`src/design/assert_macros.svh`:
```
// Assertion macros shared by the RTL of the UART ADC line parser.
// No dependencies; SYNTH builds get empty bodies.
`ifndef ASSERT_MACROS_SVH
`define ASSERT_MACROS_SVH
`ifndef SYNTH
// a holds -> b holds in the same cycle
`define ASSERT_IMPL(label, clk, rst, a, b) \
  label: assert property (@(posedge clk) disable iff (rst) (a) |-> (b)) \
    else $error("assertion failed: same-cycle implication");
// a holds -> b holds in the next cycle
`define ASSERT_NEXT(label, clk, rst, a, b) \
  label: assert property (@(posedge clk) disable iff (rst) (a) |=> (b)) \
    else $error("assertion failed: next-cycle implication");
`else
`define ASSERT_IMPL(label, clk, rst, a, b)
`define ASSERT_NEXT(label, clk, rst, a, b)
`endif
`endif

```
`src/design/uadc_pkg.sv`:
```
`timescale 1ns / 1ps
// Types, constants and helper functions for the UART ADC line parser.
// No dependencies.
package uadc_pkg;

  localparam int LINE_LIMIT_DEFAULT = 64;

  localparam int ACC_W = 17;  // 16-bit value plus saturation flag bit

  localparam logic [ACC_W-1:0] ACC_MAX  = 17'd65535;
  localparam logic [ACC_W-1:0] ACC_OVER = 17'd65536;

  // characters
  localparam logic [7:0] CH_A     = 8'h41;
  localparam logic [7:0] CH_D     = 8'h44;
  localparam logic [7:0] CH_C     = 8'h43;
  localparam logic [7:0] CH_M     = 8'h4D;
  localparam logic [7:0] CH_V     = 8'h56;
  localparam logic [7:0] CH_EQ    = 8'h3D;
  localparam logic [7:0] CH_COMMA = 8'h2C;
  localparam logic [7:0] CH_ZERO  = 8'h30;
  localparam logic [7:0] CH_NINE  = 8'h39;
  localparam logic [7:0] CH_NUL   = 8'h00;
  localparam logic [7:0] CH_LF    = 8'h0A;
  localparam logic [7:0] CH_CR    = 8'h0D;

  typedef enum logic [3:0] {
    PH_A    = 4'd0,
    PH_D    = 4'd1,
    PH_C    = 4'd2,
    PH_EQ1  = 4'd3,
    PH_ADC0 = 4'd4,
    PH_ADC  = 4'd5,
    PH_M    = 4'd6,
    PH_V    = 4'd7,
    PH_EQ2  = 4'd8,
    PH_MV0  = 4'd9,
    PH_MV   = 4'd10,
    PH_DONE = 4'd11
  } phase_t;

  typedef enum logic [1:0] {
    EV_SAMPLE    = 2'd0,
    EV_MALFORMED = 2'd1,
    EV_TOO_LONG  = 2'd2,
    EV_RX_FAULT  = 2'd3
  } event_kind_t;

  typedef struct packed {
    phase_t           phase;
    logic [ACC_W-1:0] adc;
    logic [ACC_W-1:0] mv;
    logic             bad;
  } parse_state_t;

  typedef struct packed {
    event_kind_t kind;
    logic [15:0] adc;
    logic [15:0] mv;
    logic        rec;
    logic [31:0] err;
  } result_t;

  // acc*10 + d, sticking at ACC_OVER once past 65535
  function automatic logic [ACC_W-1:0] acc_digit(input logic [ACC_W-1:0] acc,
                                                 input logic [3:0] d);
    logic [20:0] v;
    v = {1'b0, acc, 3'b000} + {3'b000, acc, 1'b0} + {17'd0, d};
    if (acc > ACC_MAX || v > {4'd0, ACC_MAX}) begin
      return ACC_OVER;
    end
    return v[ACC_W-1:0];
  endfunction

endpackage

```
`src/design/uart_adc_millivolt_line_parser.sv`:
```
`timescale 1ns / 1ps
// Top level of the UART ADC / millivolt line parser: line tracking, events,
// error count and a two-entry result queue. Depends on uadc_pkg, uadc_parse.
//
// Takes one UART byte per transfer and parses lines of the form
// "ADC=<digits>,MV=<digits>" terminated by CR or LF, each value 0..65535.
// A new byte can be accepted on every clock while in_stall is low; the parser
// state update (prefix match, multiply-by-ten digit accumulate) is one pass
// of logic between the state registers and the
// result queue. Results go into a two-entry queue, so input keeps flowing
// while one result waits for the downstream side; in_stall rises only when
// both queue entries are occupied. A result enters the queue the cycle after
// the byte that caused it and shows on out_valid then if the queue was empty,
// otherwise once the result ahead of it has transferred. Events: a sample
// (or a malformed-line event) at each non-empty line end, an overlong-line
// event when a line would pass LINE_LIMIT-1 bytes (the line is dropped and
// parsing restarts), and a receive-fault event for each byte flagged by
// rx_fault (byte dropped, state untouched). Empty lines produce nothing.
// error_count carries the running total of malformed plus overlong lines,
// wrapping at 32 bits. recording_enable is written through the cfg channel
// (always ready) and should only change while the block is idle; it sets
// record_flag on samples.
`include "assert_macros.svh"

module uart_adc_millivolt_line_parser #(
  parameter int LINE_LIMIT = uadc_pkg::LINE_LIMIT_DEFAULT
) (
  input  logic        clk,
  input  logic        rst,
  // byte input channel
  input  logic        in_valid,
  output logic        in_stall,
  input  logic [7:0]  rx_byte,
  input  logic        rx_fault,
  // result channel
  output logic        out_valid,
  input  logic        out_stall,
  output logic [1:0]  event_kind,
  output logic [15:0] adc_value,
  output logic [15:0] millivolt_value,
  output logic        record_flag,
  output logic [31:0] error_count,
  // configuration write channel
  input  logic        cfg_valid,
  output logic        cfg_ready,
  input  logic        recording_enable
);

  // line_count tops out at LINE_LIMIT-1
  localparam int CNT_W = $clog2(LINE_LIMIT);
  localparam logic [CNT_W-1:0] CNT_LAST = CNT_W'(LINE_LIMIT - 1);

  localparam uadc_pkg::parse_state_t PARSE_IDLE = '{
    phase: uadc_pkg::PH_A,
    adc:   '0,
    mv:    '0,
    bad:   1'b0
  };

  // ---------------------------------------------------------------- state
  logic                   rec_en;
  logic [CNT_W-1:0]       line_count, line_count_next;
  uadc_pkg::parse_state_t pst, pst_next, pst_step;
  logic [31:0]            err_total, err_total_next;

  // result queue: slot0 is the head
  uadc_pkg::result_t q0, q1;
  logic [1:0]        q_cnt;

  // ---------------------------------------------------------------- handshakes
  logic accept, pop, push;
  uadc_pkg::result_t res;

  assign in_stall  = (q_cnt == 2'd2);
  assign accept    = in_valid && !in_stall;
  assign out_valid = (q_cnt != 2'd0);
  assign pop       = out_valid && !out_stall;
  assign cfg_ready = 1'b1;

  // ---------------------------------------------------------------- parse step
  uadc_parse u_parse (
    .cur     (pst),
    .rx_byte (rx_byte),
    .nxt     (pst_step)
  );

  // per-byte decision: fault, terminator, ordinary byte, or overflow of line
  logic is_term, line_ok, produce;

  assign is_term = (rx_byte == uadc_pkg::CH_LF) || (rx_byte == uadc_pkg::CH_CR);
  assign line_ok = !pst.bad
                   && (pst.phase == uadc_pkg::PH_MV || pst.phase == uadc_pkg::PH_DONE)
                   && !pst.adc[uadc_pkg::ACC_W-1] && !pst.mv[uadc_pkg::ACC_W-1];

  always_comb begin
    line_count_next = line_count;
    pst_next        = pst;
    err_total_next  = err_total;
    produce         = 1'b0;
    res.kind        = uadc_pkg::EV_RX_FAULT;
    res.adc         = '0;
    res.mv          = '0;
    res.rec         = 1'b0;
    priority if (rx_fault) begin
      produce = 1'b1;
    end else if (is_term) begin
      if (line_count != '0) begin
        produce         = 1'b1;
        line_count_next = '0;
        pst_next        = PARSE_IDLE;
        if (line_ok) begin
          res.kind = uadc_pkg::EV_SAMPLE;
          res.adc  = pst.adc[15:0];
          res.mv   = pst.mv[15:0];
          res.rec  = rec_en;
        end else begin
          res.kind       = uadc_pkg::EV_MALFORMED;
          err_total_next = err_total + 32'd1;
        end
      end
    end else if (line_count < CNT_LAST) begin
      line_count_next = line_count + CNT_W'(1);
      pst_next        = pst_step;
    end else begin
      // line hit the length limit: drop it and restart
      produce         = 1'b1;
      line_count_next = '0;
      pst_next        = PARSE_IDLE;
      res.kind        = uadc_pkg::EV_TOO_LONG;
      err_total_next  = err_total + 32'd1;
    end
    res.err = err_total_next;
  end

  assign push = accept && produce;

  // ---------------------------------------------------------------- registers
  always_ff @(posedge clk) begin
    if (rst) begin
      rec_en     <= 1'b0;
      line_count <= '0;
      pst        <= PARSE_IDLE;
      err_total  <= '0;
    end else begin
      if (cfg_valid && cfg_ready) rec_en <= recording_enable;
      if (accept) begin
        line_count <= line_count_next;
        pst        <= pst_next;
        err_total  <= err_total_next;
      end
    end
  end

  // queue occupancy
  always_ff @(posedge clk) begin
    if (rst) begin
      q_cnt <= 2'd0;
    end else begin
      if (push && !pop) q_cnt <= q_cnt + 2'd1;
      else if (pop && !push) q_cnt <= q_cnt - 2'd1;
    end
  end

  // queue payload, no reset
  always_ff @(posedge clk) begin
    if (pop) begin
      if (push) begin
        if (q_cnt == 2'd2) begin
          q0 <= q1;
          q1 <= res;
        end else begin
          q0 <= res;
        end
      end else begin
        q0 <= q1;
      end
    end else if (push) begin
      if (q_cnt == 2'd0) q0 <= res;
      else q1 <= res;
    end
  end

  assign event_kind      = q0.kind;
  assign adc_value       = q0.adc;
  assign millivolt_value = q0.mv;
  assign record_flag     = q0.rec;
  assign error_count     = q0.err;

  // ---------------------------------------------------------------- checks
  `ASSERT_IMPL(a_qcnt_range, clk, rst, 1'b1, q_cnt != 2'd3)
  `ASSERT_IMPL(a_line_range, clk, rst, 1'b1, line_count <= CNT_LAST)
  `ASSERT_NEXT(a_fault_shows, clk, rst, accept && rx_fault, out_valid)
  `ASSERT_NEXT(a_err_hold, clk, rst, !accept, $stable(err_total))

endmodule

```
`src/design/uadc_parse.sv`:
```
`timescale 1ns / 1ps
// One-byte step of the line parser: prefix matching and digit accumulation.
// Depends on uadc_pkg.
module uadc_parse (
  input  uadc_pkg::parse_state_t cur,
  input  logic [7:0]             rx_byte,
  output uadc_pkg::parse_state_t nxt
);

  logic       dig;
  logic [3:0] d;

  assign dig = (rx_byte >= uadc_pkg::CH_ZERO) && (rx_byte <= uadc_pkg::CH_NINE);
  assign d   = rx_byte[3:0];

  always_comb begin
    nxt = cur;
    if (!cur.bad) begin
      unique case (cur.phase)
        uadc_pkg::PH_A: begin
          if (rx_byte == uadc_pkg::CH_A) nxt.phase = uadc_pkg::PH_D;
          else nxt.bad = 1'b1;
        end
        uadc_pkg::PH_D: begin
          if (rx_byte == uadc_pkg::CH_D) nxt.phase = uadc_pkg::PH_C;
          else nxt.bad = 1'b1;
        end
        uadc_pkg::PH_C: begin
          if (rx_byte == uadc_pkg::CH_C) nxt.phase = uadc_pkg::PH_EQ1;
          else nxt.bad = 1'b1;
        end
        uadc_pkg::PH_EQ1: begin
          if (rx_byte == uadc_pkg::CH_EQ) nxt.phase = uadc_pkg::PH_ADC0;
          else nxt.bad = 1'b1;
        end
        uadc_pkg::PH_ADC0: begin
          if (dig) begin
            nxt.adc   = uadc_pkg::acc_digit(cur.adc, d);
            nxt.phase = uadc_pkg::PH_ADC;
          end else begin
            nxt.bad = 1'b1;
          end
        end
        uadc_pkg::PH_ADC: begin
          if (dig) nxt.adc = uadc_pkg::acc_digit(cur.adc, d);
          else if (rx_byte == uadc_pkg::CH_COMMA) nxt.phase = uadc_pkg::PH_M;
          else nxt.bad = 1'b1;
        end
        uadc_pkg::PH_M: begin
          if (rx_byte == uadc_pkg::CH_M) nxt.phase = uadc_pkg::PH_V;
          else nxt.bad = 1'b1;
        end
        uadc_pkg::PH_V: begin
          if (rx_byte == uadc_pkg::CH_V) nxt.phase = uadc_pkg::PH_EQ2;
          else nxt.bad = 1'b1;
        end
        uadc_pkg::PH_EQ2: begin
          if (rx_byte == uadc_pkg::CH_EQ) nxt.phase = uadc_pkg::PH_MV0;
          else nxt.bad = 1'b1;
        end
        uadc_pkg::PH_MV0: begin
          if (dig) begin
            nxt.mv    = uadc_pkg::acc_digit(cur.mv, d);
            nxt.phase = uadc_pkg::PH_MV;
          end else begin
            nxt.bad = 1'b1;
          end
        end
        uadc_pkg::PH_MV: begin
          if (dig) nxt.mv = uadc_pkg::acc_digit(cur.mv, d);
          else if (rx_byte == uadc_pkg::CH_NUL) nxt.phase = uadc_pkg::PH_DONE;
          else nxt.bad = 1'b1;
        end
        uadc_pkg::PH_DONE: begin
          // text ended by a zero byte; rest of line ignored
        end
        default: begin
          nxt.bad = 1'b1;
        end
      endcase
    end
  end

endmodule

```
`config.mk`:
```
export PLATFORM = sky130hd
export DESIGN_NAME = uart_adc_millivolt_line_parser
export DESIGN_NICKNAME = d
export VERILOG_FILES = /design/src/design/uadc_pkg.sv /design/src/design/uart_adc_millivolt_line_parser.sv /design/src/design/uadc_parse.sv
export VERILOG_INCLUDE_DIRS = /design/src /design/src/design
export SDC_FILE = /design/constraint.sdc
export NUM_CORES = 1
export LEC_CHECK = 0
export BUFFER_PORTS_ARGS = -buffer_cell sky130_fd_sc_hd__buf_4
export CAP_MARGIN = 20
export CELL_PAD_IN_SITES_DETAIL_PLACEMENT = 1
export CELL_PAD_IN_SITES_GLOBAL_PLACEMENT = 1
export CORE_MARGIN = 2
export CORE_UTILIZATION = 52
export CTS_CLUSTER_DIAMETER = 120
export DETAILED_ROUTE_END_ITERATION = 10
export GPL_ROUTABILITY_DRIVEN = 1
export PLACE_DENSITY_LB_ADDON = 0.1
export SETUP_SLACK_MARGIN = 0.1
export SLEW_MARGIN = 15
export SYNTH_ARGS = -nofsm -noshare
export SYNTH_HDL_FRONTEND = slang
export SYNTH_SLANG_ARGS = --single-unit
```
`constraint.sdc`:
```
create_clock -name clk -period 16.7 [get_ports clk]
set_input_delay 0.835 -clock clk [delete_from_list [all_inputs] [get_ports clk]]
set_output_delay 0.835 -clock clk [all_outputs]
set_load 0.03 [all_outputs]
```
# ---- After elaboration in Yosys (flattened, before gate mapping)
# Cells that the tools add are included.
dict set report classes {
  muxes 84
  n_bitwise 1
  reduce_logical 36
  n_lt_le_gt_ge 7
  n_eq_ne 43
  n_addsub 8
}
# operator n
set op_table {}
lappend op_table {{$mux 67} 10}
lappend op_table {{$mux 32} 5}
lappend op_table {{$mux 39} 4}
lappend op_table {{$mux 17} 9}
lappend op_table {{$mux 35} 2}
lappend op_table {{$pmux 17 s2} 2}
lappend op_table {{$mux 33} 2}
lappend op_table {{$ne 4x3->1 const B} 14}
lappend op_table {{$mux 4} 12}
lappend op_table {{$pmux 4 s11} 1}
lappend op_table {{$add 20x18->21} 2}
lappend op_table {{$add 21x4->21} 2}
lappend op_table {{$gt 21x16->1 const B} 2}
lappend op_table {{$eq 8x7->1 const B} 5}
lappend op_table {{$gt 17x16->1 const B} 2}
lappend op_table {{$add 32x1->32 const B} 1}
lappend op_table {{$mux 1} 29}
lappend op_table {{$mux 21} 1}
lappend op_table {{$mux 6} 3}
lappend op_table {{$reduce_and 18->1} 1}
lappend op_table {{$eq 4x3->1 const B} 4}
lappend op_table {{$eq 4x4->1 const B} 4}
lappend op_table {{$eq 8x4->1 const B} 2}
lappend op_table {{$eq 8x6->1 const B} 2}
lappend op_table {{other kinds (30)} 58}
dict set report totals {
  regBits 214
  wordCells 197
  out_inout_bits 70
  input_bits 15
}

# ---- Longest topological paths before layout
# Gate-level depths: netlist of the first run.
dict set report depth {
  ltp_word 14
  mapped_depth 12
  mapped_depth_nobuf 11
}

# ---- Cells and area by module
# Synthesis of the first run repeated with hierarchy kept, for this count alone.
dict set report hier_totals {
  hier_cells 1247
  hier_area_um2 12436.9
}
# module instances area_each_um2 cells_per_inst seq_area_each_um2
set modules_own_cells {}
lappend modules_own_cells {uart_adc_millivolt_line_parser 1 9424.0 817 5625.4}
lappend modules_own_cells {uadc_parse 1 3012.9 430 0.0}

# ---- Worst setup path before layout of the first run
# OpenSTA, ideal clock, no wires.
dict set report synth_path {
  path_kind {input to register}
  startpoint {in rx_byte[2]}
  endpoint {reg q0, in the netlist adc_value[0] (enable)}
  setup_slack_ps 9474
  arrival_ps 6641
  n_path_buf 2
  setup_ps 585
  t_required_ps 16115
  path_stages 7
  cell_sequence {buf_4 > nor3b_2 > o2111a_1 > buf_2 > mux2i_1 > o21ai_0 > o21ai_0}
}
dict set report synth_between {
  elab_chain_len 7
  elab_cells_between_ends 8
  classes_between {eq/ne: 2; mux: 2; reduce/logical: 4}
}
# element line_no
set synth_lines {}
lappend synth_lines {{start: declaration} uart_adc_millivolt_line_parser.sv:33} ;# input logic [7:0] rx_byte,
lappend synth_lines {{$eq 8x4->1} uart_adc_millivolt_line_parser.sv:90} ;# assign is_term = (rx_byte == uadc_pkg::CH_LF) || (rx_byte == uadc_pkg::CH_CR);
lappend synth_lines {{$logic_or 1x1->1 *} uart_adc_millivolt_line_parser.sv:90}
lappend synth_lines {{$mux 1 *} uart_adc_millivolt_line_parser.sv:106} ;# end else if (is_term) begin
lappend synth_lines {{$mux 1 *} uart_adc_millivolt_line_parser.sv:104} ;# priority if (rx_fault) begin
lappend synth_lines {{$logic_and 1x1->1 *} uart_adc_millivolt_line_parser.sv:135} ;# assign push = accept && produce;
lappend synth_lines {{$reduce_bool 2->1 (no source line) *} -}
lappend synth_lines {{$reduce_and 2->1 (no source line) *} -}
lappend synth_lines {{end signal: assignment} uart_adc_millivolt_line_parser.sv:169} ;# q0 <= q1;
lappend synth_lines {{end signal: assignment} uart_adc_millivolt_line_parser.sv:172} ;# q0 <= res;
lappend synth_lines {{end signal: assignment} uart_adc_millivolt_line_parser.sv:175} ;# q0 <= q1;
lappend synth_lines {{end: declaration} uart_adc_millivolt_line_parser.sv:67} ;# uadc_pkg::result_t q0, q1;
# Every way passes the cells marked *; elsewhere a longest branch is shown, timed or not.
# A chain may end at the register's enable or synchronous reset.

# ---- Worst setup path in the final report of the first run
dict set report layout_path {
  startpoint {in rx_byte[3]}
  endpoint {reg pst[25] (netlist bit)}
}
dict set report layout_between {
  elab_chain_len 13
  elab_cells_between_ends 29
  classes_between {add/sub: 1; order compare: 3; eq/ne: 7; mux: 14; reduce/logical: 4}
}
# element line_no
set layout_lines {}
lappend layout_lines {{$add 21x4->21} uadc_pkg.sv:68} ;# v = {1'b0, acc, 3'b000} + {3'b000, acc, 1'b0} + {17'd0, d};
lappend layout_lines {{$gt 21x16->1} uadc_pkg.sv:69} ;# if (acc > ACC_MAX || v > {4'd0, ACC_MAX}) begin
lappend layout_lines {{$logic_or 1x1->1} uadc_pkg.sv:69}
lappend layout_lines {{$mux 1} uadc_pkg.sv:69}
lappend layout_lines {{$mux 1} {uadc_parse.sv:37, uadc_parse.sv:45}}
lappend layout_lines {{$mux 1} uadc_parse.sv:19} ;# unique case (cur.phase)
lappend layout_lines {{$mux 1} uadc_parse.sv:18} ;# if (!cur.bad) begin
lappend layout_lines {{$mux 17} uadc_pkg.sv:72} ;# return v[ACC_W-1:0];
lappend layout_lines {{$mux 17 / $mux 21 (equally long branches)} {uadc_parse.sv:45, uadc_parse.sv:37}}
lappend layout_lines {{$pmux 17 s2} uadc_parse.sv:19}
lappend layout_lines {{$mux 39} uadc_parse.sv:18}
lappend layout_lines {{$mux 39} uart_adc_millivolt_line_parser.sv:121} ;# end else if (line_count < CNT_LAST) begin
lappend layout_lines {{$mux 39} uart_adc_millivolt_line_parser.sv:106}
lappend layout_lines {{end signal: assignment} uart_adc_millivolt_line_parser.sv:148} ;# pst <= pst_next;
lappend layout_lines {{end: declaration} uart_adc_millivolt_line_parser.sv:63} ;# uadc_pkg::parse_state_t pst, pst_next, pst_step;
# Parallel ways exist; a longest one is shown, timed or not. The select of a mux whose other input is x is not followed.

==> results of run 1 <==
routing by layer:
layer | global-route usage, % | part of all wire, %
met3 | 2.84 | 3.6
met2 | 42.8 | 49
met5 | 0 | 0
met1 | 33.7 | 46
met4 | 5.11 | 1.5
registers in the layout, summed over array words and instances, names as in the netlist, 2 cells and up:
register / flops
adc_value: 16
err_total: 32
error_count: 32
event_kind: 2
line_count: 6
millivolt_value: 16
pst: 39
q1: 67
q_cnt: 2
placed cells by master (no fill, tap or decap), types with 4 or more instances in the layout:
master and instances:
a22o_1 29, dfxtp_1 80, xor2_1 32, o211ai_1 9, buf_4 89, xnor2_1 47
nor4_1 9, and4_1 7, nor4_2 5, inv_1 32, nor3_1 22, nand2b_1 7
a21oi_1 54, nor2b_1 8, and2_1 10, clkbuf_1 7, a2111oi_0 4, mux2i_1 5
fa_1 4, nor2_1 84, or3_1 8, clkbuf_16 23, a31oi_1 5, and3_1 44
nand4_1 18, nand2_1 73, nand3_1 31, o31ai_1 7, ha_1 70, a211oi_1 9
a21o_1 9, mux2_2 56, edfxtp_1 134, o21ai_0 41, clkinv_1 4, o21a_1 9
final timing paths:
check             start  endpoint  slack, ns  cells after the start
max          rx_byte[3]   pst[25]      12.62                     11
min              rec_en    rec_en       0.50                      2
max reg2reg     pst[20]   pst[25]      12.77                      9
min reg2reg      rec_en    rec_en       0.50                      2
per-stage QoR:
step                      area (µm²)  setup slack, ns  total power [mW]  util (%)  cells
final                          13200            12.62              1.60      60.4   1437
after floorplan                11600             9.47             0.967         -   1079
after CTS                      13200            12.60              1.62      60.4   1437
after global routing           13200            12.40              1.67      60.4   1437
after global placement         12500            12.28              1.09      57.0   1396
after detailed placement       12500            12.11              1.10      57.0   1396
cell families after synthesis:
group           count (synthesis)
compound gates                221
xor+xnor                       79
fa+ha+maj                      74
buf+inv                        84
flops                         214
mux                            61
other cells                     1
simple gates                  345
cell type report:
type	instances	area [µm²]
repair buffers	89	668
clock inverters	9	119
multi-input cells	781	5710
clock buffers	32	629
inverters	32	120
well taps	280	350
flip-flops and latches	214	5630
fillers	2330	8670
report_power, final:
part	internal, mW	total [mW]	switching (mW)
Clock	0.308	0.516	0.208
Sequential	0.672	0.702	0.0301
Combinational	0.126	0.386	0.260
Total	1.11	1.60	0.498
worst min-delay path, delay by kind of cell (launching register included):
kind             cells  cell delay, ns
multiplexers         1            0.06
AND/OR/NAND/NOR      1            0.08
flip-flops           1            0.32
==> summary.txt, run 1 <==
Outcome
  – Status: complete, no violations

GRT
  – Initial antenna violation count: 0
  – GRT overflow: 0
  – Number of global-route vias before repair: 9165
  – First-pass GRT wire length: 48400 µm
  – Largest net degree at the start of global routing: 75
  – Gr usage total: 24.7%

Die
  – Ports: 85
  – Die area: 23600 µm²
  – Site Rows: 54
  – Vert. Die Dim: 153 µm
  – Core area: 21900 µm²
  – Die width: 153 µm
  – Initial core utilization: 53.1%

STA
  – Period minus WS final: 4.08 ns
  – Clk_skew: 0.0127 ns
  – Final hold slack: 0.498 ns
  – Final Max Tran Viols: 0
  – Max Clock Freq: 0.245 GHz
  – RSZ-0062 raised after global routing: no
  – Final hold viol count: 0
  – Post-Route Setup TNS: 0 ns
  – Final setup violation count: 0
  – Slew @ Worst Pin: 1.09 ns
  – Final Cycle Share: 24.4%
  – Slew HR: 27.1%

Detailed routing
  – Vias: 8705
  – Mean routed wirelength per cell: 20.1 µm
  – Detailed Route Iter0 Violations: 422
  – Total length of routed wires: 28900 µm
  – Drc violations: 0
  – 1st-pass router iterations: 5
  – Post-DRT Antenna Nets: 0
  – Drt via density: 6.06

Worst setup path
  – CP peak stage delay: 0.86 ns
  – CP Cell Sequence: buf_4 > fa_1 > inv_1 > fa_1 > nand2b_1 > a21o_1 > a21oi_1 > a211oi_1 > a2111o_1 > a2111oi_4 > a22o_1
  – Kind of critical path: in -> reg
  – CP Max Fanout: 15
  – CP Capture Type: flop
  – CP delay by family, top: compound AO/OA/AOI/OAI gates
  – Most frequent CP cell: fa_1
  – Worst Path Buf+Inv: 2
  – CP Launch Type: input port
  – Slowest CP cell: a2111oi_4
  – Worst EP arrival: 4.53 ns
  – Critical Path RT: 17.15 ns

Clock network
  – Hold bufs inserted after CTS: 0
  – Root Buffer: clkbuf_16
  – CTS buffer count: 23
  – CTS tree: built
  – Post-CTS setup buffers: 0
  – H-tree depth: 1
  – Clock Path Buffers: 3
  – Clock sink count: 214
  – Post_cts resized: 0
  – Clk slew on worst S/H paths: 0.06 ns
  – Worst-Skew Late Latency: 0.51 ns

Final layout
  – Area Overhead vs Synth: 13.8%
  – ANT cells: 0
  – Final layout net count: 1230
  – Layout cell share with drive strength beyond 1: 17.1%

Placement
  – Hpwl dp: 20100 µm
  – Port bufs: 83
  – RePlAce Congestion: 0.873

Run
  – Max-cap check violation count: 0

Synth
  – Most instantiated cells after synthesis: edfxtp_1, nor2_1, dfxtp_1
  – Fraction of synthesized area in multiplexers: 5.86%
  – EDFF count, synth: 134
  – Asr flop ratio synth: 0%
  – Compound-Gate Fraction of Synth Area: 13.1%
  – Synth Area in Adders: 8.23%
  – Most frequent cell after synthesis: edfxtp_1
  – Share of the synthesized area in the top cell type: 34.6%
  – Simple-gate area share of the yosys netlist: 15.4%
  – Syn Std Cell Area: 11600 µm²
  – Main combinational cell family by area after synthesis: simple AND/OR/NAND/NOR gates
  – Synth area leader: edfxtp_1
  – Seq/Total Area, Yosys: 48.4%
  – Ranking of synthesized cells by area: edfxtp_1, dfxtp_1, ha_1
  – Post-synthesis xor/xnor area fraction: 5.96%
  – Syn Area/Cell: 10.8 µm²
  – Yosys cell types: 72
  – Syn. warnings: 0
  – Seq cells post-synth: 214
  – Syn_nets: 1168
  – Mapped Cells: 1079
  – Main flop type after synthesis: edfxtp_1

Pwr
  – Peak supply drop: 0.0000652 V
  – Leak: 5.41 nW
  – P per Cell Area: 121 nW/µm²

Worst hold path
  – Tightest Hold Check Type: reg -> reg
(Power assumes the default switching activity.)
==> run 2, diff against run 1 <==
--- a/config.mk
+++ b/config.mk
@@ -6,12 +6,13 @@
 export SDC_FILE = /design/constraint.sdc
 export NUM_CORES = 1
 export LEC_CHECK = 0
+export ABC_AREA = 1
 export BUFFER_PORTS_ARGS = -buffer_cell sky130_fd_sc_hd__buf_4
 export CAP_MARGIN = 20
 export CELL_PAD_IN_SITES_DETAIL_PLACEMENT = 1
 export CELL_PAD_IN_SITES_GLOBAL_PLACEMENT = 1
 export CORE_MARGIN = 2
-export CORE_UTILIZATION = 52
+export CORE_UTILIZATION = 46
 export CTS_CLUSTER_DIAMETER = 120
 export DETAILED_ROUTE_END_ITERATION = 10
 export GPL_ROUTABILITY_DRIVEN = 1
==> constraint.sdc (replaced) <==
create_clock -name clk -period 3.8 [get_ports clk]
set_input_delay 0.19 -clock clk [delete_from_list [all_inputs] [get_ports clk]]
set_output_delay 0.19 -clock clk [all_outputs]
set_load 0.03 [all_outputs]
==> summary.txt, run 2 <==
Outcome
  – Status: complete, no violations

GRT
  – Largest net degree at the start of global routing: 74
  – Gr usage total: 24.3%
  – Number of global-route vias before repair: 11294
  – GRT overflow: 0
  – First-pass GRT wire length: 57500 µm
  – Initial antenna violation count: 0

Detailed routing
  – 1st-pass router iterations: 5
  – Mean routed wirelength per cell: 16.7 µm
  – Detailed Route Iter0 Violations: 506
  – Total length of routed wires: 35000 µm
  – Vias: 10814
  – Post-DRT Antenna Nets: 0
  – Drc violations: 0
  – Drt via density: 5.17

Placement
  – Hpwl dp: 25400 µm
  – Port bufs: 83
  – Cells after DPL: 2047
  – Place WS: 0.722 ns
  – RePlAce Congestion: 0.854

Worst setup path
  – CP Max Fanout: 11
  – Worst EP arrival: 3.49 ns
  – Critical Path RT: 4.23 ns
  – Slowest CP cell: fa_1
  – CP Capture Type: flop
  – Most frequent CP cell: nand2_1
  – CP Launch Type: flop
  – CP peak stage delay: 0.55 ns
  – CP Cell Sequence: fa_1 > inv_1 > fa_1 > inv_1 > nand3_1 > nand2_1 > nand2_1 > nand2_1 > nand2_1 > nand3_1 > nand2_1 > nor2_2 > buf_4 > nand3_1 > a21oi_1
  – Kind of critical path: reg -> reg

STA
  – Final Max Tran Viols: 0
  – Max Clock Freq: 0.327 GHz
  – Final hold slack: 0.0590 ns
  – Post-Route Setup TNS: 0 ns
  – Final hold viol count: 0
  – Slew @ Worst Pin: 0.887 ns
  – Clk_skew: 0.0233 ns
  – Final Cycle Share: 80.4%
  – Final setup margin: 0.744 ns
  – Slew HR: 40.8%
  – Final setup violation count: 0
  – RSZ-0062 raised after global routing: no
  – Period minus WS final: 3.06 ns

Final layout
  – Commonest non-fill, non-tap cell in the layout: nand2_1
  – Post-route non-filler standard cell count: 2093
  – Final layout net count: 1786
  – Largest Register: q1
  – Number of flip-flops in the largest register: 67
  – Fill cells: 3450
  – Biggest regs: q1: 67 flops, pst: 39 flops
  – Area Overhead vs Synth: 13.7%
  – Most frequent cells in the layout: nand2_1, inv_1, nor2_1
  – Layout cell share with drive strength beyond 1: 13.0%
  – ANT cells: 0

Die
  – Die width: 171 µm
  – Vert. Die Dim: 171 µm
  – Initial core utilization: 46.5%
  – Ports: 85
  – Site Rows: 61
  – Die area: 29300 µm²
  – Core area: 27600 µm²

Pwr
  – Leak: 6.55 nW
  – Sequential power share: 41.4%
  – Clk pwr share: 30.2%
  – Combinational group share of total power: 28.4%
  – P per Cell Area: 542 nW/µm²
  – Power Internal: 5.18 mW
  – Total net switching power: 2.74 mW
  – Peak supply drop: 0.000358 V
  – Power consumption: 7.92 mW
  – Switching share of power: 34.6%

Clock network
  – Clock Path Buffers: 3
  – Clock sink count: 214
  – H-tree depth: 1
  – Clk slew on worst S/H paths: 0.06 ns
  – Post-CTS setup buffers: 0
  – Worst-Skew Late Latency: 0.53 ns
  – CTS buffer count: 24
  – Root Buffer: clkbuf_16
  – CTS tree: built
  – Post_cts resized: 0

Synth
  – Share of the synthesized area in the top cell type: 31.3%
  – Seq cells post-synth: 214
  – Main flop type after synthesis: edfxtp_1
  – Syn. warnings: 0
  – Syn Std Cell Area: 12900 µm²
  – Asr flop ratio synth: 0%
  – Most frequent cell after synthesis: nand2_1
  – Seq/Total Area, Yosys: 43.7%
  – Most instantiated cells after synthesis: nand2_1, inv_1, nor2_1
  – EDFF count, synth: 134
  – Syn Area/Cell: 7.93 µm²
  – Synth area leader: edfxtp_1
  – Ranking of synthesized cells by area: edfxtp_1, dfxtp_1, nand2_1
  – Yosys cell types: 47
  – Syn_nets: 1710
  – Mapped Cells: 1621

Run
  – Max-cap check violation count: 0

Worst hold path
  – Tightest Hold Check Type: in -> reg
[run 2: changes by cell type in the layout (fill, tap and decap cells not counted), sizes merged, moves of 42 or more]
cell and change:
mux2 -56, inv +197, nand2 +318, nor2 +179, nand3 +81, a21oi +50, and3 -42
[run 2: power groups by stage]
| stage | logic, mW | clock network (mW) | registers [mW] |
|---|---|---|---|
| CTS | 2.29 | 2.44 | 3.28 |
| finish | 2.25 | 2.40 | 3.28 |
| global placement | 2.20 | 0 | 3.30 |
| detailed placement | 2.27 | 0 | 3.33 |
| global route | 2.46 | 2.52 | 3.32 |
| floorplan | 0.888 | 0 | 3.86 |
[run 2: path summary, 6_finish.rpt]
| path | depth (start not counted) | end | start | slack, ns |
|---|---|---|---|---|
| min | 3 | q1[66] | rx_fault | 0.06 |
| max | 15 | pst[13] | pst[1] | 0.74 |
| min reg2reg | 2 | line_count[0] | line_count[0] | 0.49 |
| max reg2reg | 15 | pst[13] | pst[1] | 0.74 |
[run 2: kinds of logic (layout without fill, tap and decap cells)]
| family | count (synthesis) | count (layout) | share of synthesized area, % |
|---|---|---|---|
| AOI/OAI and AO/OA | 201 | 201 | 8.26 |
| xor gates and xnor gates | 32 | 32 | 2.18 |
| adders and majority gates | 74 | 74 | 7.43 |
| buffers and inverters | 276 | 370 | 9.06 |
| DFF | 214 | 214 | 43.7 |
| other | 1 | 1 | 0.0292 |
| and+or+nand+nor | 823 | 823 | 29.3 |
[run 2: metal layers]
metal	track usage (%)	vias up	share of wire, %
li1	-	5411	-
met4	5.75	0	1.9
met3	2.28	46	2.6
met1	31.7	5209	46
met5	0	-	0
met2	43.6	148	49
[run 2: what timing repair did]
| item | 4_1_cts | 5_1_grt |
|---|---|---|
| endpoints found under the hold margin | 1 | 0 |
| hold buffers | 2 | 0 |
| endpoints found under the setup margin | 0 | 0 |
[run 2: worst max-delay path, delay by kind of cell (launching register included)]
kind | cells | cell delay, ns
adder cells (fa/ha/maj) | 2 | 1.01
AND/OR/NAND/NOR | 9 | 0.99
buffers and inverters | 3 | 0.44
flip-flops | 1 | 0.36
AO/OA/AOI/OAI | 1 | 0.17
[run 2: final cells by class]
| cell class | instances | area [µm²] | area share, % |
|---|---|---|---|
| clock buffers | 30 | 623 | 4.26 |
| clock inverters | 14 | 184 | 1.26 |
| inverters | 231 | 871 | 5.96 |
| multi-input cells | 1131 | 6090 | 41.6 |
| flip-flops and latches | 214 | 5630 | 38.5 |
| well taps | 378 | 473 | 3.23 |
| repair buffers | 95 | 756 | 5.17 |
[run 2: stage by stage]
step,cell area (µm²),utilization (%)
global placement,13800,49.9
finish,14600,52.9
floorplan,12900,-
CTS,14600,52.9
detailed placement,13800,49.9
global route,14600,52.9
==> run 3, diff against run 2 <==
--- a/config.mk
+++ b/config.mk
@@ -12,7 +12,7 @@
 export CELL_PAD_IN_SITES_DETAIL_PLACEMENT = 1
 export CELL_PAD_IN_SITES_GLOBAL_PLACEMENT = 1
 export CORE_MARGIN = 2
-export CORE_UTILIZATION = 46
+export CORE_UTILIZATION = 42
 export CTS_CLUSTER_DIAMETER = 120
 export DETAILED_ROUTE_END_ITERATION = 10
 export GPL_ROUTABILITY_DRIVEN = 1
==> constraint.sdc (replaced) <==
create_clock -name clk -period 2.65 [get_ports clk]
set_input_delay 0.1325 -clock clk [delete_from_list [all_inputs] [get_ports clk]]
set_output_delay 0.1325 -clock clk [all_outputs]
set_load 0.03 [all_outputs]
==> summary.txt, run 3 (synthesized netlist as in run 2, its figures left out) <==
STA
  – Slew HR: 45.0%
  – Final Cycle Share: 96.6%
  – Final setup violation count: 0
  – Post-Route Setup TNS: 0 ns
  – Final setup margin: 0.0907 ns
  – Final hold viol count: 0
  – Slew @ Worst Pin: 0.825 ns
  – RSZ-0062 raised after global routing: yes
  – Period minus WS final: 2.56 ns
  – Final Max Tran Viols: 0
  – Max Clock Freq: 0.391 GHz
  – Clk_skew: 0.0159 ns

Placement
  – Cells after DPL: 2102
  – Hpwl dp: 26800 µm
  – Place WS: -0.0592 ns
  – RePlAce Congestion: 0.838
  – Port bufs: 83

Clock network
  – Worst-Skew Late Latency: 0.52 ns
  – CTS buffer count: 24
  – Clock Path Buffers: 3
  – Clock sink count: 214
  – H-tree depth: 1
  – Root Buffer: clkbuf_16
  – CTS tree: built
  – Clk slew on worst S/H paths: 0.07 ns

Final layout
  – Most frequent cells in the layout: nand2_1, inv_1, nor2_1
  – Commonest non-fill, non-tap cell in the layout: nand2_1
  – ANT cells: 0
  – Layout cell share with drive strength beyond 1: 24.7%
  – Final layout net count: 1851
  – Fill cells: 3653
  – Biggest regs: q1: 67 flops, pst: 39 flops
  – Largest Register: q1
  – Post-route non-filler standard cell count: 2176
  – Number of flip-flops in the largest register: 67
  – Area Overhead vs Synth: 23.7%
  – Post-layout util: 52.4%

Detailed routing
  – Detailed Route Iter0 Violations: 442
  – Mean routed wirelength per cell: 17.1 µm
  – Post-DRT Antenna Nets: 0
  – Total length of routed wires: 37200 µm
  – Vias: 11166
  – Drt via density: 5.13
  – 1st-pass router iterations: 4
  – Drc violations: 0

GRT
  – Initial antenna violation count: 0
  – GRT overflow: 0
  – Gr usage total: 23.2%
  – First-pass GRT wire length: 59700 µm
  – Number of global-route vias before repair: 11709
  – Largest net degree at the start of global routing: 62

Worst setup path
  – Kind of critical path: reg -> reg
  – Most frequent CP cell: nand2_2
  – CP Cell Sequence: fa_1 > inv_1 > fa_2 > inv_2 > nand3_2 > nand2_2 > nand2_2 > nand2_2 > nand2_2 > nand3_2 > nand2_2 > nor2_4 > buf_12 > nand3_2 > a21oi_2
  – CP Launch Type: flop
  – CP delay by family, top: adder cells
  – Worst Path Buf+Inv: 3
  – CP Max Fanout: 8
  – Slowest CP cell: fa_1
  – Worst EP arrival: 2.99 ns
  – CP Capture Type: flop
  – CP peak stage delay: 0.54 ns
  – Critical Path RT: 3.08 ns

Die
  – Ports: 85
  – Die width: 179 µm
  – Die area: 32000 µm²
  – Site Rows: 64
  – Core area: 30300 µm²
  – Initial core utilization: 42.4%
  – Vert. Die Dim: 179 µm

Pwr
  – Peak supply drop: 0.000460 V
  – P per Cell Area: 708 nW/µm²
  – Power consumption: 11.3 mW
  – Leak: 6.98 nW

Outcome
  – Status: complete, no violations

Worst hold path
  – Tightest Hold Check Type: in -> reg

Run
  – Max-cap check violation count: 0
run 3: changes by cell type in the layout (fill, tap and decap cells not counted), moves of 13 or more:
cell     change
ha_1        -23
nand2_2     +32
a21oi_2     +16
a21oi_1     -17
dfxtp_1     -26
nand3_2     +34
buf_4       +51
nand2_1     -33
nand3_1     -40
ha_2        +13
dfxtp_2     +25
run 3: what timing repair did:
item | in CTS | in global routing
cloned | 2 | 3
endpoints found under the hold margin | 2 | 0
endpoints found under the setup margin | 34 | 34
gates resized for setup | 61 | 107
pin swaps | 22 | 36
setup buffers | 18 | 7
hold buffers | 3 | 0
run 3: path summary, 6_finish.rpt:
path / start / endpoint / slack [ns] / cells after the start
worst min-delay path: rx_byte[0] / pst[1] / 0.12 / 5
worst max register to register: pst[1] / pst[12] / 0.09 / 15
worst min register to register: pst[28] / pst[28] / 0.50 / 2
worst max-delay path: pst[1] / pst[12] / 0.09 / 15
run 3: tightest hold or removal path: cells and delay by family:
family          cells  cell delay, ns
compound gates      1            0.04
simple gates        2            0.22
buf+inv             2            0.20
run 3: layout make-up:
cell class,count,area [µm²],area share [%]
inverter,231,873,5.49
clock buffer,33,656,4.12
sequential,214,5660,35.6
clock inverter,11,111,0.700
timing repair buffer,160,1410,8.87
multi-input combinational,1131,6700,42.1
tap,396,495,3.12
run 3: routing by layer:
| layer | GRT usage (%) | part of all wire [%] |
|---|---|---|
| met3 | 2.31 | 2.7 |
| met5 | 0 | 0 |
| met4 | 4.37 | 1.4 |
| met2 | 43.9 | 52 |
| met1 | 28.5 | 44 |
run 3: where the power goes:
group | total, mW | internal [mW] | switching, mW
Combinational | 3.27 | 1.00 | 2.26
Sequential | 4.71 | 4.42 | 0.292
Clock | 3.27 | 1.93 | 1.34
Total | 11.3 | 7.36 | 3.90
run 3: metrics by stage:
step | hold WS, ns | cell area [µm²]
global route | 0.120 | 15900
CTS | 0.0867 | 15400
detailed placement | 0.399 | 14200
global placement | 0.361 | 14200
finish | 0.119 | 15900
floorplan | 0.271 | 12900
